**config.mk**
```make
export PLATFORM = sky130hd
export DESIGN_NAME = linked_list_queue_manager_top
export DESIGN_NICKNAME = d
export VERILOG_FILES = /design/src/rtl/core/llqm_pkg.sv /design/src/rtl/core/llqm_ram.sv /design/src/rtl/core/linked_list_queue_manager_top.sv
export VERILOG_INCLUDE_DIRS = /design/src /design/src/rtl/core
export SDC_FILE = /design/constraint.sdc
export NUM_CORES = 1
export LEC_CHECK = 0
export ABC_AREA = 0
export BUFFER_PORTS_ARGS = -buffer_cell sky130_fd_sc_hd__buf_2
export CELL_PAD_IN_SITES_DETAIL_PLACEMENT = 1
export CELL_PAD_IN_SITES_GLOBAL_PLACEMENT = 2
export CORE_AREA = 2 2 204 126
export CTS_BUF_LIST = sky130_fd_sc_hd__clkbuf_2 sky130_fd_sc_hd__clkbuf_4 sky130_fd_sc_hd__clkbuf_8
export DETAILED_ROUTE_END_ITERATION = 8
export DIE_AREA = 0 0 206 128
export PLACE_DENSITY_LB_ADDON = 0.1
export SLEW_MARGIN = 10
export SYNTH_ARGS = -nofsm -noshare
export SYNTH_HDL_FRONTEND = slang
export SYNTH_HIERARCHICAL = 1
export SYNTH_SLANG_ARGS = --single-unit
export TNS_END_PERCENT = 50
```
**constraint.sdc**
```tcl
create_clock -name clk_i -period 3.92 [get_ports clk_i]
set_input_delay 0.98 -clock clk_i [delete_from_list [all_inputs] [get_ports clk_i]]
set_output_delay 0.98 -clock clk_i [all_outputs]
set_load 0.01 [all_outputs]
```
**src/rtl/core/linked_list_queue_manager_top_macros.svh**
```systemverilog
// assertion macros shared by the queue manager rtl
`ifndef LINKED_LIST_QUEUE_MANAGER_TOP_MACROS_SVH
`define LINKED_LIST_QUEUE_MANAGER_TOP_MACROS_SVH

// checked on every clock edge outside of reset
`define LLQM_ASSERT(label, prop, msg) \
  label: assert property (@(posedge clk_i) disable iff (!rst_ni) prop) else $error(msg);

// checked on every clock edge, reset included
`define LLQM_ASSERT_RST(label, prop, msg) \
  label: assert property (@(posedge clk_i) prop) else $error(msg);

`endif

```
**src/rtl/core/llqm_pkg.sv**
```systemverilog
// shared constants and codes of the linked list queue manager
package llqm_pkg;

  localparam int unsigned QueueCountDef = 4;
  localparam int unsigned SlotCountDef  = 16;

  localparam int unsigned KindW     = 2;
  localparam int unsigned QueueIdxW = 2;
  localparam int unsigned SlotW     = 4;

  typedef enum logic [KindW-1:0] {
    KIND_PUSH    = 2'd0,
    KIND_DEQUEUE = 2'd1,
    KIND_REMOVE  = 2'd2,
    KIND_NOP     = 2'd3
  } kind_e;

  // what an accepted word turns into once the queue state is known
  typedef enum logic [2:0] {
    OP_NONE       = 3'd0,
    OP_PUSH_EMPTY = 3'd1,
    OP_PUSH_TAIL  = 3'd2,
    OP_DEQUEUE    = 3'd3,
    OP_REMOVE     = 3'd4
  } op_e;

endpackage

```
**src/rtl/core/llqm_ram.sv**
```systemverilog
// generic ram, one write port and one read port with registered read data
module llqm_ram #(
  parameter int unsigned Width = 8,
  parameter int unsigned Depth = 16,
  localparam int unsigned AddrW = (Depth > 1) ? $clog2(Depth) : 1
) (
  input  logic             clk_i,
  input  logic             we_i,
  input  logic [AddrW-1:0] waddr_i,
  input  logic [Width-1:0] wdata_i,
  input  logic [AddrW-1:0] raddr_i,
  output logic [Width-1:0] rdata_o
);

  logic [Width-1:0] mem_q [Depth];
  logic [Width-1:0] rdata_q;

  always_ff @(posedge clk_i) begin
    if (we_i) begin
      mem_q[waddr_i] <= wdata_i;
    end
    rdata_q <= mem_q[raddr_i];
  end

  assign rdata_o = rdata_q;

endmodule

```
**src/rtl/core/linked_list_queue_manager_top.sv**
```systemverilog
// linked list queue manager: several fifo queues over one shared pool of slots
//
// input channel (in_valid_i / in_ready_o) takes one word: kind_i, queue_index_i,
// slot_i. kind push appends slot_i at the tail, dequeue takes the head off,
// remove unlinks slot_i and reports the slot that followed it.
// output channel (out_valid_o / out_ready_i) gives one word per input word:
// result_slot_o, result_valid_o, queue_empty_o, error_o.
// the queues are doubly linked lists in a next ram and a prev ram; the head
// and tail of queue q sit in the extra entry SlotCount+q of the next and prev
// ram. each ram has one read port with registered read data, so the
// dependent link reads and the two write states set the timing.
// states from accept to the result loaded into the output register: write2
// alone for an invalid or no-op word, write1 and write2 for push to an empty
// queue, read1, write1, write2 for push to a non-empty queue, and read1, read2,
// write1, write2 for dequeue and remove. a new word is taken only in idle.
// reset clears the control state and the per-queue non-empty flags; the rams
// hold no reset value and need no clearing pass. a stalled receiver holds the
// block in its last step with in_ready_o low until the pending result word is taken.
`include "linked_list_queue_manager_top_macros.svh"

module linked_list_queue_manager_top #(
  parameter int unsigned QueueCount = llqm_pkg::QueueCountDef,
  parameter int unsigned SlotCount  = llqm_pkg::SlotCountDef,
  localparam int unsigned QW = (QueueCount > 1) ? $clog2(QueueCount) : 1,
  localparam int unsigned SW = (SlotCount > 1) ? $clog2(SlotCount) : 1
) (
  input  logic                       clk_i,
  input  logic                       rst_ni,
  input  logic                       in_valid_i,
  output logic                       in_ready_o,
  input  logic [llqm_pkg::KindW-1:0] kind_i,
  input  logic [QW-1:0]              queue_index_i,
  input  logic [SW-1:0]              slot_i,
  output logic                       out_valid_o,
  input  logic                       out_ready_i,
  output logic [SW-1:0]              result_slot_o,
  output logic                       result_valid_o,
  output logic                       queue_empty_o,
  output logic                       error_o
);

  localparam int unsigned LW       = $clog2(SlotCount + 1);
  localparam int unsigned RamDepth = SlotCount + QueueCount;
  localparam int unsigned RW       = $clog2(RamDepth);

  localparam logic [LW-1:0] LinkNil  = LW'(SlotCount);
  localparam logic [RW-1:0] SentBase = RW'(SlotCount);

  typedef enum logic [4:0] {
    ST_IDLE   = 5'b00001,
    ST_READ1  = 5'b00010,
    ST_READ2  = 5'b00100,
    ST_WRITE1 = 5'b01000,
    ST_WRITE2 = 5'b10000
  } state_e;

  function automatic logic is_slot(logic [LW-1:0] v);
    return 32'(v) < SlotCount;
  endfunction

  state_e state_q, state_d;

  logic [QueueCount-1:0] nonempty_q;

  llqm_pkg::op_e op_q, op_dec;
  logic          err_q, err_dec;
  logic          q_ok_q;
  logic [QW-1:0] q_idx_q;
  logic [SW-1:0] s_q;
  logic [LW-1:0] lnk_a_q, lnk_b_q, head_q, tail_q;

  logic out_valid_q;
  logic [SW-1:0] res_slot_q;
  logic res_valid_q, res_empty_q, res_err_q;

  logic          accept, out_free, advance, push_fin;
  logic          q_ok_in, s_ok_in, ne_in;
  logic [QW-1:0] q_idx_in;
  logic [RW-1:0] hq_in, hq_q, s_addr;
  logic [LW-1:0] s_link;

  logic          next_we, prev_we;
  logic [RW-1:0] next_waddr, prev_waddr, next_raddr, prev_raddr;
  logic [LW-1:0] next_wdata, prev_wdata, next_rdata, prev_rdata;

  logic at_head, at_tail, ne_clear, ne_set, ne_after;
  logic fin_valid;
  logic [LW-1:0] fin_slot;

  assign in_ready_o = (state_q == ST_IDLE);
  assign accept     = in_valid_i && in_ready_o;
  assign out_free   = !out_valid_q || out_ready_i;
  assign advance    = (state_q == ST_WRITE2) && out_free;
  assign push_fin   = advance && ((op_q == llqm_pkg::OP_PUSH_EMPTY) ||
                                  (op_q == llqm_pkg::OP_PUSH_TAIL));

  // decode of the incoming word against the current queue flags
  assign q_ok_in  = 32'(queue_index_i) < QueueCount;
  assign s_ok_in  = 32'(slot_i) < SlotCount;
  assign q_idx_in = queue_index_i;
  assign ne_in    = q_ok_in && nonempty_q[q_idx_in];
  assign hq_in    = SentBase + RW'(queue_index_i);

  always_comb begin
    op_dec  = llqm_pkg::OP_NONE;
    err_dec = 1'b0;
    unique case (llqm_pkg::kind_e'(kind_i))
      llqm_pkg::KIND_PUSH: begin
        if (q_ok_in && s_ok_in) begin
          op_dec = ne_in ? llqm_pkg::OP_PUSH_TAIL : llqm_pkg::OP_PUSH_EMPTY;
        end
      end
      llqm_pkg::KIND_DEQUEUE: begin
        if (q_ok_in) begin
          if (ne_in) begin
            op_dec = llqm_pkg::OP_DEQUEUE;
          end else begin
            err_dec = 1'b1;
          end
        end
      end
      llqm_pkg::KIND_REMOVE: begin
        if (q_ok_in && s_ok_in && ne_in) begin
          op_dec = llqm_pkg::OP_REMOVE;
        end
      end
      default: begin
        op_dec = llqm_pkg::OP_NONE;
      end
    endcase
  end

  assign hq_q   = SentBase + RW'(q_idx_q);
  assign s_addr = RW'(s_q);
  assign s_link = LW'(s_q);

  always_comb begin
    state_d = state_q;
    unique case (state_q)
      ST_IDLE: begin
        if (accept) begin
          case (op_dec) inside
            llqm_pkg::OP_PUSH_EMPTY: state_d = ST_WRITE1;
            llqm_pkg::OP_PUSH_TAIL,
            llqm_pkg::OP_DEQUEUE,
            llqm_pkg::OP_REMOVE:     state_d = ST_READ1;
            default:                 state_d = ST_WRITE2;
          endcase
        end
      end
      ST_READ1: begin
        state_d = (op_q == llqm_pkg::OP_PUSH_TAIL) ? ST_WRITE1 : ST_READ2;
      end
      ST_READ2:  state_d = ST_WRITE1;
      ST_WRITE1: state_d = ST_WRITE2;
      ST_WRITE2: begin
        if (out_free) begin
          state_d = ST_IDLE;
        end
      end
      default: state_d = ST_IDLE;
    endcase
  end

  // read addresses: first the entry named by the word, then the one it points to (dequeue) or the queue entry (remove)
  always_comb begin
    next_raddr = hq_q;
    prev_raddr = hq_q;
    if (state_q == ST_IDLE) begin
      if (llqm_pkg::kind_e'(kind_i) == llqm_pkg::KIND_REMOVE) begin
        next_raddr = RW'(slot_i);
        prev_raddr = RW'(slot_i);
      end else begin
        next_raddr = hq_in;
        prev_raddr = hq_in;
      end
    end else if (state_q == ST_READ1) begin
      if (op_q == llqm_pkg::OP_DEQUEUE) begin
        next_raddr = RW'(next_rdata);
      end
    end
  end

  assign at_head = (head_q == s_link);
  assign at_tail = (tail_q == s_link);

  always_comb begin
    next_we    = 1'b0;
    prev_we    = 1'b0;
    next_waddr = s_addr;
    prev_waddr = s_addr;
    next_wdata = LinkNil;
    prev_wdata = LinkNil;
    if (state_q == ST_WRITE1) begin
      case (op_q)
        llqm_pkg::OP_PUSH_EMPTY: begin
          next_we    = 1'b1;
          next_waddr = hq_q;
          next_wdata = s_link;
          prev_we    = 1'b1;
          prev_waddr = hq_q;
          prev_wdata = s_link;
        end
        llqm_pkg::OP_PUSH_TAIL: begin
          // old tail in lnk_b_q
          next_we    = is_slot(lnk_b_q);
          next_waddr = RW'(lnk_b_q);
          next_wdata = s_link;
          prev_we    = 1'b1;
          prev_wdata = lnk_b_q;
        end
        llqm_pkg::OP_DEQUEUE: begin
          // successor of the head in lnk_b_q
          next_we    = is_slot(lnk_b_q);
          next_waddr = hq_q;
          next_wdata = lnk_b_q;
          prev_we    = is_slot(lnk_b_q);
          prev_waddr = RW'(lnk_b_q);
        end
        llqm_pkg::OP_REMOVE: begin
          // successor in lnk_a_q, predecessor in lnk_b_q
          if (at_head && at_tail) begin
            next_we = 1'b0;
          end else if (at_head) begin
            next_we    = is_slot(lnk_a_q);
            next_waddr = hq_q;
            next_wdata = lnk_a_q;
            prev_we    = is_slot(lnk_a_q);
            prev_waddr = RW'(lnk_a_q);
          end else if (at_tail) begin
            prev_we    = is_slot(lnk_b_q);
            prev_waddr = hq_q;
            prev_wdata = lnk_b_q;
            next_we    = is_slot(lnk_b_q);
            next_waddr = RW'(lnk_b_q);
          end else begin
            next_we    = is_slot(lnk_b_q);
            next_waddr = RW'(lnk_b_q);
            next_wdata = lnk_a_q;
            prev_we    = is_slot(lnk_a_q);
            prev_waddr = RW'(lnk_a_q);
            prev_wdata = lnk_b_q;
          end
        end
        default: begin
          next_we = 1'b0;
        end
      endcase
    end else if (advance) begin
      // the unlinked or new slot gets its own links last
      case (op_q) inside
        llqm_pkg::OP_PUSH_EMPTY,
        llqm_pkg::OP_REMOVE: begin
          next_we = 1'b1;
          prev_we = 1'b1;
        end
        llqm_pkg::OP_PUSH_TAIL: begin
          next_we    = 1'b1;
          prev_we    = 1'b1;
          prev_waddr = hq_q;
          prev_wdata = s_link;
        end
        llqm_pkg::OP_DEQUEUE: begin
          next_we    = is_slot(lnk_a_q);
          next_waddr = RW'(lnk_a_q);
          prev_we    = is_slot(lnk_a_q);
          prev_waddr = RW'(lnk_a_q);
        end
        default: begin
          next_we = 1'b0;
        end
      endcase
    end
  end

  // queue flag and result word of the finishing item
  always_comb begin
    ne_set    = 1'b0;
    ne_clear  = 1'b0;
    fin_valid = 1'b0;
    fin_slot  = lnk_a_q;
    case (op_q) inside
      llqm_pkg::OP_PUSH_EMPTY,
      llqm_pkg::OP_PUSH_TAIL: begin
        ne_set = 1'b1;
      end
      llqm_pkg::OP_DEQUEUE: begin
        ne_clear  = (lnk_b_q == LinkNil);
        fin_valid = is_slot(lnk_a_q);
      end
      llqm_pkg::OP_REMOVE: begin
        ne_clear  = (at_head && at_tail) || (at_head && (lnk_a_q == LinkNil))
                    || (at_tail && (lnk_b_q == LinkNil));
        fin_valid = (lnk_a_q != LinkNil);
      end
      default: begin
        ne_set = 1'b0;
      end
    endcase
  end

  assign ne_after = q_ok_q && ((nonempty_q[q_idx_q] && !ne_clear) || ne_set);

  always_ff @(posedge clk_i or negedge rst_ni) begin
    if (!rst_ni) begin
      state_q     <= ST_IDLE;
      nonempty_q  <= '0;
      out_valid_q <= 1'b0;
    end else begin
      state_q <= state_d;
      if (advance && q_ok_q) begin
        nonempty_q[q_idx_q] <= ne_after;
      end
      if (advance) begin
        out_valid_q <= 1'b1;
      end else if (out_ready_i) begin
        out_valid_q <= 1'b0;
      end
    end
  end

  always_ff @(posedge clk_i) begin
    if (accept) begin
      op_q    <= op_dec;
      err_q   <= err_dec;
      q_ok_q  <= q_ok_in;
      q_idx_q <= q_idx_in;
      s_q     <= slot_i;
    end
    if (state_q == ST_READ1) begin
      lnk_a_q <= next_rdata;
      lnk_b_q <= prev_rdata;
    end
    if (state_q == ST_READ2) begin
      if (op_q == llqm_pkg::OP_DEQUEUE) begin
        // a head outside the pool has no successor
        lnk_b_q <= is_slot(lnk_a_q) ? next_rdata : LinkNil;
      end else begin
        head_q <= next_rdata;
        tail_q <= prev_rdata;
      end
    end
    if (advance) begin
      res_slot_q  <= fin_valid ? SW'(fin_slot) : '0;
      res_valid_q <= fin_valid;
      res_empty_q <= !ne_after;
      res_err_q   <= err_q;
    end
  end

  llqm_ram #(
    .Width (LW),
    .Depth (RamDepth)
  ) u_next_ram (
    .clk_i   (clk_i),
    .we_i    (next_we),
    .waddr_i (next_waddr),
    .wdata_i (next_wdata),
    .raddr_i (next_raddr),
    .rdata_o (next_rdata)
  );

  llqm_ram #(
    .Width (LW),
    .Depth (RamDepth)
  ) u_prev_ram (
    .clk_i   (clk_i),
    .we_i    (prev_we),
    .waddr_i (prev_waddr),
    .wdata_i (prev_wdata),
    .raddr_i (prev_raddr),
    .rdata_o (prev_rdata)
  );

  assign out_valid_o    = out_valid_q;
  assign result_slot_o  = res_slot_q;
  assign result_valid_o = res_valid_q;
  assign queue_empty_o  = res_empty_q;
  assign error_o        = res_err_q;

  `LLQM_ASSERT_RST(a_reset_idle, !rst_ni |=> (state_q == ST_IDLE) && !out_valid_q, "not idle in reset")
  `LLQM_ASSERT(a_accept_leaves_idle, accept |=> (state_q != ST_IDLE), "accepted word did not start")
  `LLQM_ASSERT(a_no_write_idle, (state_q == ST_IDLE) |-> !(next_we || prev_we), "ram write while idle")
  `LLQM_ASSERT(a_push_marks_queue, push_fin |=> nonempty_q[q_idx_q], "push left queue empty")
  `LLQM_ASSERT(a_error_word, out_valid_o && error_o |-> !result_valid_o && queue_empty_o, "error word carries a slot")

endmodule

```
Word level (Yosys, flattened, before mapping)
Memory sizes are Yosys's and may differ from the RTL's. A register that Yosys moved wholly into a read port is not among the register bits.
Cells that the tools add are included.
Widths: inputs -> output; s select.
{"block": "totals", "reg_bits": 47, "ramBits": 200, "input_bits": 12, "output_inout_bits": 9, "mem_count": 2}
{"name": "u_next_ram.mem_q", "words": 20, "width": 5, "read_ports": 1, "rd_clocked_by_memory_dff": 1, "write_ports": 1, "line_no": "llqm_ram.sv:15", "rtl": "logic [Width-1:0] mem_q [Depth];"}
{"name": "u_prev_ram.mem_q", "words": 20, "width": 5, "read_ports": 1, "rd_clocked_by_memory_dff": 1, "write_ports": 1, "line_no": "llqm_ram.sv:15"}
{"block": "classes", "add_sub_neg": 2, "n_lt_le_gt_ge": 5, "n_eq_ne": 22, "muxes": 81, "bitwise": 1, "reduce_logical": 23}
{"cell": "$mux 5", "n": 37}
{"cell": "$pmux 5 s3", "n": 4}
{"cell": "$mux 1", "n": 28}
{"cell": "$pmux 5 s5", "n": 1}
{"cell": "$eq 5x5->1 const B", "n": 3}
{"cell": "$eq 3x2->1 const B", "n": 4}
{"cell": "$add 5x2->5 const A", "n": 2}
{"cell": "$eq 5x4->1", "n": 2}
{"cell": "$lt 5x5->1 const B", "n": 2}
{"cell": "$pmux 3 s3", "n": 1}
{"cell": "$reduce_or 2->1", "n": 4}
{"cell": "$logic_and 1x1->1", "n": 7}
{"cell": "$eq 3x1->1 const B", "n": 2}
{"cell": "$eq 3x3->1 const B", "n": 2}
{"cell": "$lt 2x3->1 const B", "n": 2}
{"cell": "$pmux 1 s3", "n": 2}
{"cell": "$eq 5x1->1 const B", "n": 1}
{"cell": "$eq 5x2->1 const B", "n": 1}
{"cell": "$eq 5x3->1 const B", "n": 1}
{"cell": "$eq 5x4->1 const B", "n": 1}
{"cell": "$ne 5x5->1 const B", "n": 1}
{"cell": "$bmux 1 s2", "n": 2}
{"cell": "$bwmux 4", "n": 1}
{"cell": "$logic_or 1x1->1", "n": 4}
{"cell": "other kinds (15)", "n": 19}

Logic depth before layout (Yosys ltp)
{"block": "logic_depth", "depth_word": 11, "depth_mapped": 12, "mapped_depth_nobuf": 9}

Hierarchy
Netlist, hierarchy kept.
{"module": "llqm_ram", "instances": 2, "cells_each": 217, "area_per_inst_um2": 4150.2}
{"module": "linked_list_queue_manager_top", "instances": 1, "cells_each": 381, "area_per_inst_um2": 3319.4}

Worst setup path before layout
Ideal clock, no wire load.
{"block": "synth_timing", "kind": "input port to flip-flop", "startpoint": "input port out_ready_i", "endpoint": "memory u_prev_ram/mem_q[12][0] in the netlist's numbering (enable)", "setup_ns": 0.340, "arrival_time_ns": 2.908, "required_ns": 3.580, "path_slack_ns": 0.672, "cell_stages": 8, "path_buffers": 0, "cell_sequence": "nand2b_1 -> nand3_1 -> inv_1 -> a32oi_1 -> a31oi_1 -> a311o_1 -> or3b_2 -> nor2_1"}
{"block": "synth_via", "word_cells_on_any_way": 8, "cone_classes": "mux: 6; reduce/logical: 2"}
{"element": "from (decl)", "line_no": "linked_list_queue_manager_top.sv:35", "rtl": "input logic out_ready_i,"}
{"element": "$logic_or 1x1->1", "line_no": "linked_list_queue_manager_top.sv:92", "rtl": "assign out_free = !out_valid_q || out_ready_i;"}
{"element": "$logic_and 1x1->1", "line_no": "linked_list_queue_manager_top.sv:93", "rtl": "assign advance = (state_q == ST_WRITE2) && out_free;"}
{"element": "via advance", "line_no": "linked_list_queue_manager_top.sv:76", "rtl": "logic accept, out_free, advance, push_fin;"}
{"element": "$mux 5", "line_no": "linked_list_queue_manager_top.sv:249", "rtl": "end else if (advance) begin"}
{"element": "$mux 5", "line_no": "linked_list_queue_manager_top.sv:194", "rtl": "if (state_q == ST_WRITE1) begin"}
{"element": "via prev_waddr[1]", "line_no": "linked_list_queue_manager_top.sv:83", "rtl": "logic [RW-1:0] next_waddr, prev_waddr, next_raddr, prev_raddr;"}
{"element": "to (decl)", "line_no": "llqm_ram.sv:15"}
The timed path passes the listed nets, and every way through them passes these cells.

Worst setup path after layout
{"block": "layout_timing", "startpoint": "register s_q[2]", "endpoint": "memory u_prev_ram/mem_q[8][1] in the netlist's numbering (enable)"}
{"block": "layout_via", "word_cells_on_any_way": 19, "cone_classes": "eq/ne: 2; mux: 16; reduce/logical: 1"}
{"element": "from (decl)", "line_no": "linked_list_queue_manager_top.sv:69", "rtl": "logic [SW-1:0] s_q;"}
{"element": "from (signal assigned)", "line_no": "linked_list_queue_manager_top.sv:328", "rtl": "s_q <= slot_i;"}
{"element": "$eq 5x4->1", "line_no": "linked_list_queue_manager_top.sv:185", "rtl": "assign at_tail = (tail_q == s_link);"}
{"element": "$mux 5", "line_no": "linked_list_queue_manager_top.sv:230", "rtl": "end else if (at_tail) begin"}
{"element": "$mux 5", "line_no": "linked_list_queue_manager_top.sv:224", "rtl": "end else if (at_head) begin"}
{"element": "$mux 5 (*)", "line_no": "linked_list_queue_manager_top.sv:222", "rtl": "if (at_head && at_tail) begin"}
{"element": "$pmux 5 s3 (*)", "line_no": "linked_list_queue_manager_top.sv:195", "rtl": "case (op_q)"}
{"element": "$mux 5 (*)", "line_no": "linked_list_queue_manager_top.sv:194"}
{"element": "via prev_waddr[0]", "line_no": "linked_list_queue_manager_top.sv:83"}
The timed path passes the listed nets; every way through them passes the cells marked *.

==> results.cfg <==
[grt]
use_met3 = 0.0773
grt_overflow = 0
grt_most_used_layer = met1
grt_use_met1 = 0.448
use_met2 = 0.378
track_usage = 0.280
first_global_vias = 7846
grt_pass1_wl_um = 52700
antenna_found_initial = 0
grt_max_degree = 37

[critical_path]
crit_path_frequent_cell = nor2_1
arrival_ps = 3930
crit_chain = xor2_1 > nor2_1 > nand2_1 > a311oi_1 > o211ai_1 > or3b_2 > nor2_1
worstPathMaxFanout = 6
endpoint_kind = flop
start_kind = flop
max_stage_delay_ps = 640
required_ps = 4120
crit_slowest_cell = or3b_2
path_class = reg2reg

[die]
die_h_um = 128
initial_core_util = 0.471
io_pins = 21
die_area_mm2 = 0.0264
die_x_um = 206
fp-row-count = 45
core_area_mm2 = 0.0247

[routing]
drcViolationCount = 0
vias = 7862
wl_um = 35700
first_pass_iters = 5
avgRoutedWirePerCell_um = 28.2
drt_iter0_markers = 694
ant_nets = 0
vias_per_cell = 6.22

[timing]
min_period_ps = 3740
rsz0062_at_grt = no
finalMaxSlewViolations = 0
timing.fmax_ghz = 0.268
whs_ps = 253
finalClockSkew_ps = 40.9
worst_pin_slew_ps = 1120
setup_viol = 0
final.setup.tns_ps = 0
maxSlewHeadroom = 0.249
fin_crit_sh = 0.953
hold_viol_final = 0

[logic_synthesis]
syn_area_per_cell_um2 = 14.3
ys_types = 72
synth-main-ff-cell = edfxtp_1
ys_seq_elements = 257
syn_nets = 827
synth-edff-count = 232
ys.warnings.count = 6
synth_area_mm2 = 0.0116
synth.top_cell.area_share = 0.600
ys_seq_area_frac = 0.647
synthCells = 815
yosysTopAreaCell = edfxtp_1
async_flop_share = 0.0389
synthTopCellsByArea = edfxtp_1, mux2i_1, mux4_1

[cells_and_area]
nNetsFinal = 918
areaGrowthSynthToFinish_pct = 13.9
drive_gt1_frac = 0.208
layout_commonest_cell = edfxtp_1
antenna_cells = 0
multi_input_area_mm2 = 0.00382
nFillCells = 2468
ff_latch_area_mm2 = 0.00752
final_cell_mix = edfxtp_1, nor2_1, buf_4, mux2i_1
post-route-util = 0.537

[clock_network]
clock-sinks = 257
cts_resized = 0
clk_pin_slew_worst_paths_ps = 80
cts_tree = yes
postCtsSetupRepairBufs = 0
hold_buffers = 0
cts_root_buf = clkbuf_8
numCtsBuffers = 39
cts_buffer_depth = 3
insertion_delay_ps = 570
htree_levels = 2

[status]
outcome = completed

[run]
maxCapViolCount = 0

[placement]
port_buffers = 20
hpwl_um = 25900
gp_congestion = 1.02

[pwr]
p_per_area_mw_per_mm2 = 602
leakage_nw = 4.69
peakVddDrop_mv = 0.336

[worst_hold_path]
hold_path_class = in2async
-- power breakdown --
group          internal, W  switching [W]
sequential         0.00316       0.000215
clock              0.00122        0.00105
combinational     0.000903        0.00141
total              0.00528        0.00268
-- cell type report --
cell class / count / share of cell area
multi-input cells: 505 / 0.288
inverters: 12 / 0.00340
repair buffers: 91 / 0.0497
flip-flops and latches: 257 / 0.568
well taps: 329 / 0.0311
clock inverters: 17 / 0.0103
clock buffers: 52 / 0.0493
-- stage by stage --
stage / power (W) / std cells / setup slack (ps) / area (µm²)
CTS: 0.00797 / 1263 / 327 / 13200
global placement: 0.00564 / 1194 / 414 / 12400
finish: 0.00796 / 1263 / 184 / 13200
global route: 0.00829 / 1263 / 91.7 / 13200
detailed placement: 0.00569 / 1194 / 221 / 12400
floorplan: 0.00495 / 815 / 672 / 11600
-- critical path: cells and delay by family (launching register included) --
kind | cells | cell delay (ps)
AND/OR/NAND/NOR | 4 | 2040
AO/OA/AOI/OAI | 2 | 570
flip-flops | 1 | 500
XOR/XNOR | 1 | 250
-- worst paths after layout --
check,cells past startpoint,from,to,slack [ps]
worst max-delay path,7,s_q[2],u_prev_ram/mem_q[8][1],180
worst min-delay path,1,rst_ni,out_valid_o,250
worst max register to register,7,s_q[2],u_prev_ram/mem_q[8][1],180
worst min register to register,0,u_prev_ram/rdata_o[4],tail_q[4],450
max in group asynchronous,1,rst_ni,state_q[0],3390
min in group clk_i,0,u_prev_ram/rdata_o[4],tail_q[4],450
-- state kept, by name (all words and copies together), names as in the netlist, 3 cells and up --
signal and count:
u_next_ram/mem_q 100, u_prev_ram/mem_q 100, fin_slot 5, head_q 5
lnk_b_q 5, state_q 5, tail_q 5, u_next_ram/rdata_o 5
u_prev_ram/rdata_o 5, nonempty_q 4, result_slot_o 4, s_q 4
op_q 3
-- per-layer routing --
metal | vias to the layer above | wire length [µm] | share of wire
met3 | 39 | 3120 | 0.087
met2 | 307 | 14500 | 0.41
met4 | 0 | 429 | 0.012
li1 | 3397 | - | -
met5 | - | 0 | 0
met1 | 4119 | 17600 | 0.49
-- cell families (layout without fill, tap and decap cells) --
logic type / Yosys count / in the layout / synth area share
flip-flops: 257 / 257 / 0.647
AND/OR/NAND/NOR: 231 / 231 / 0.102
AO/OA/AOI/OAI: 172 / 172 / 0.0999
multiplexers: 91 / 91 / 0.116
buffers and inverters: 53 / 172 / 0.0270
XOR/XNOR: 11 / 11 / 0.00829
-- synthesized netlist by cell type (all sizes together), types with 2 or more instances --
cell     number
mux2          2
edfxtp      232
o211ai        9
a31oi        17
nand4         5
xor2          5
a21o          2
a21boi        9
buf          17
o21bai        2
mux4         30
or3           4
nor2b        19
mux2i        59
o31ai         3
clkbuf       24
xnor2         6
dfxtp        15
o22ai         5
nand2b        7
a21oi        46
inv          11
and3          4
nor3         11
nor2         80
nand2        46
and2          9
or3b          6
nand3         9
a22oi        18
o21ai        26
a211oi        3
o2111ai       2
nor3b         4
o311ai        2
dfrtp         9
a2111oi       2
a311oi        3
a32oi        11
or2           4
nor4          5
nand3b       12
or4           5
(Power assumes the default switching activity.)
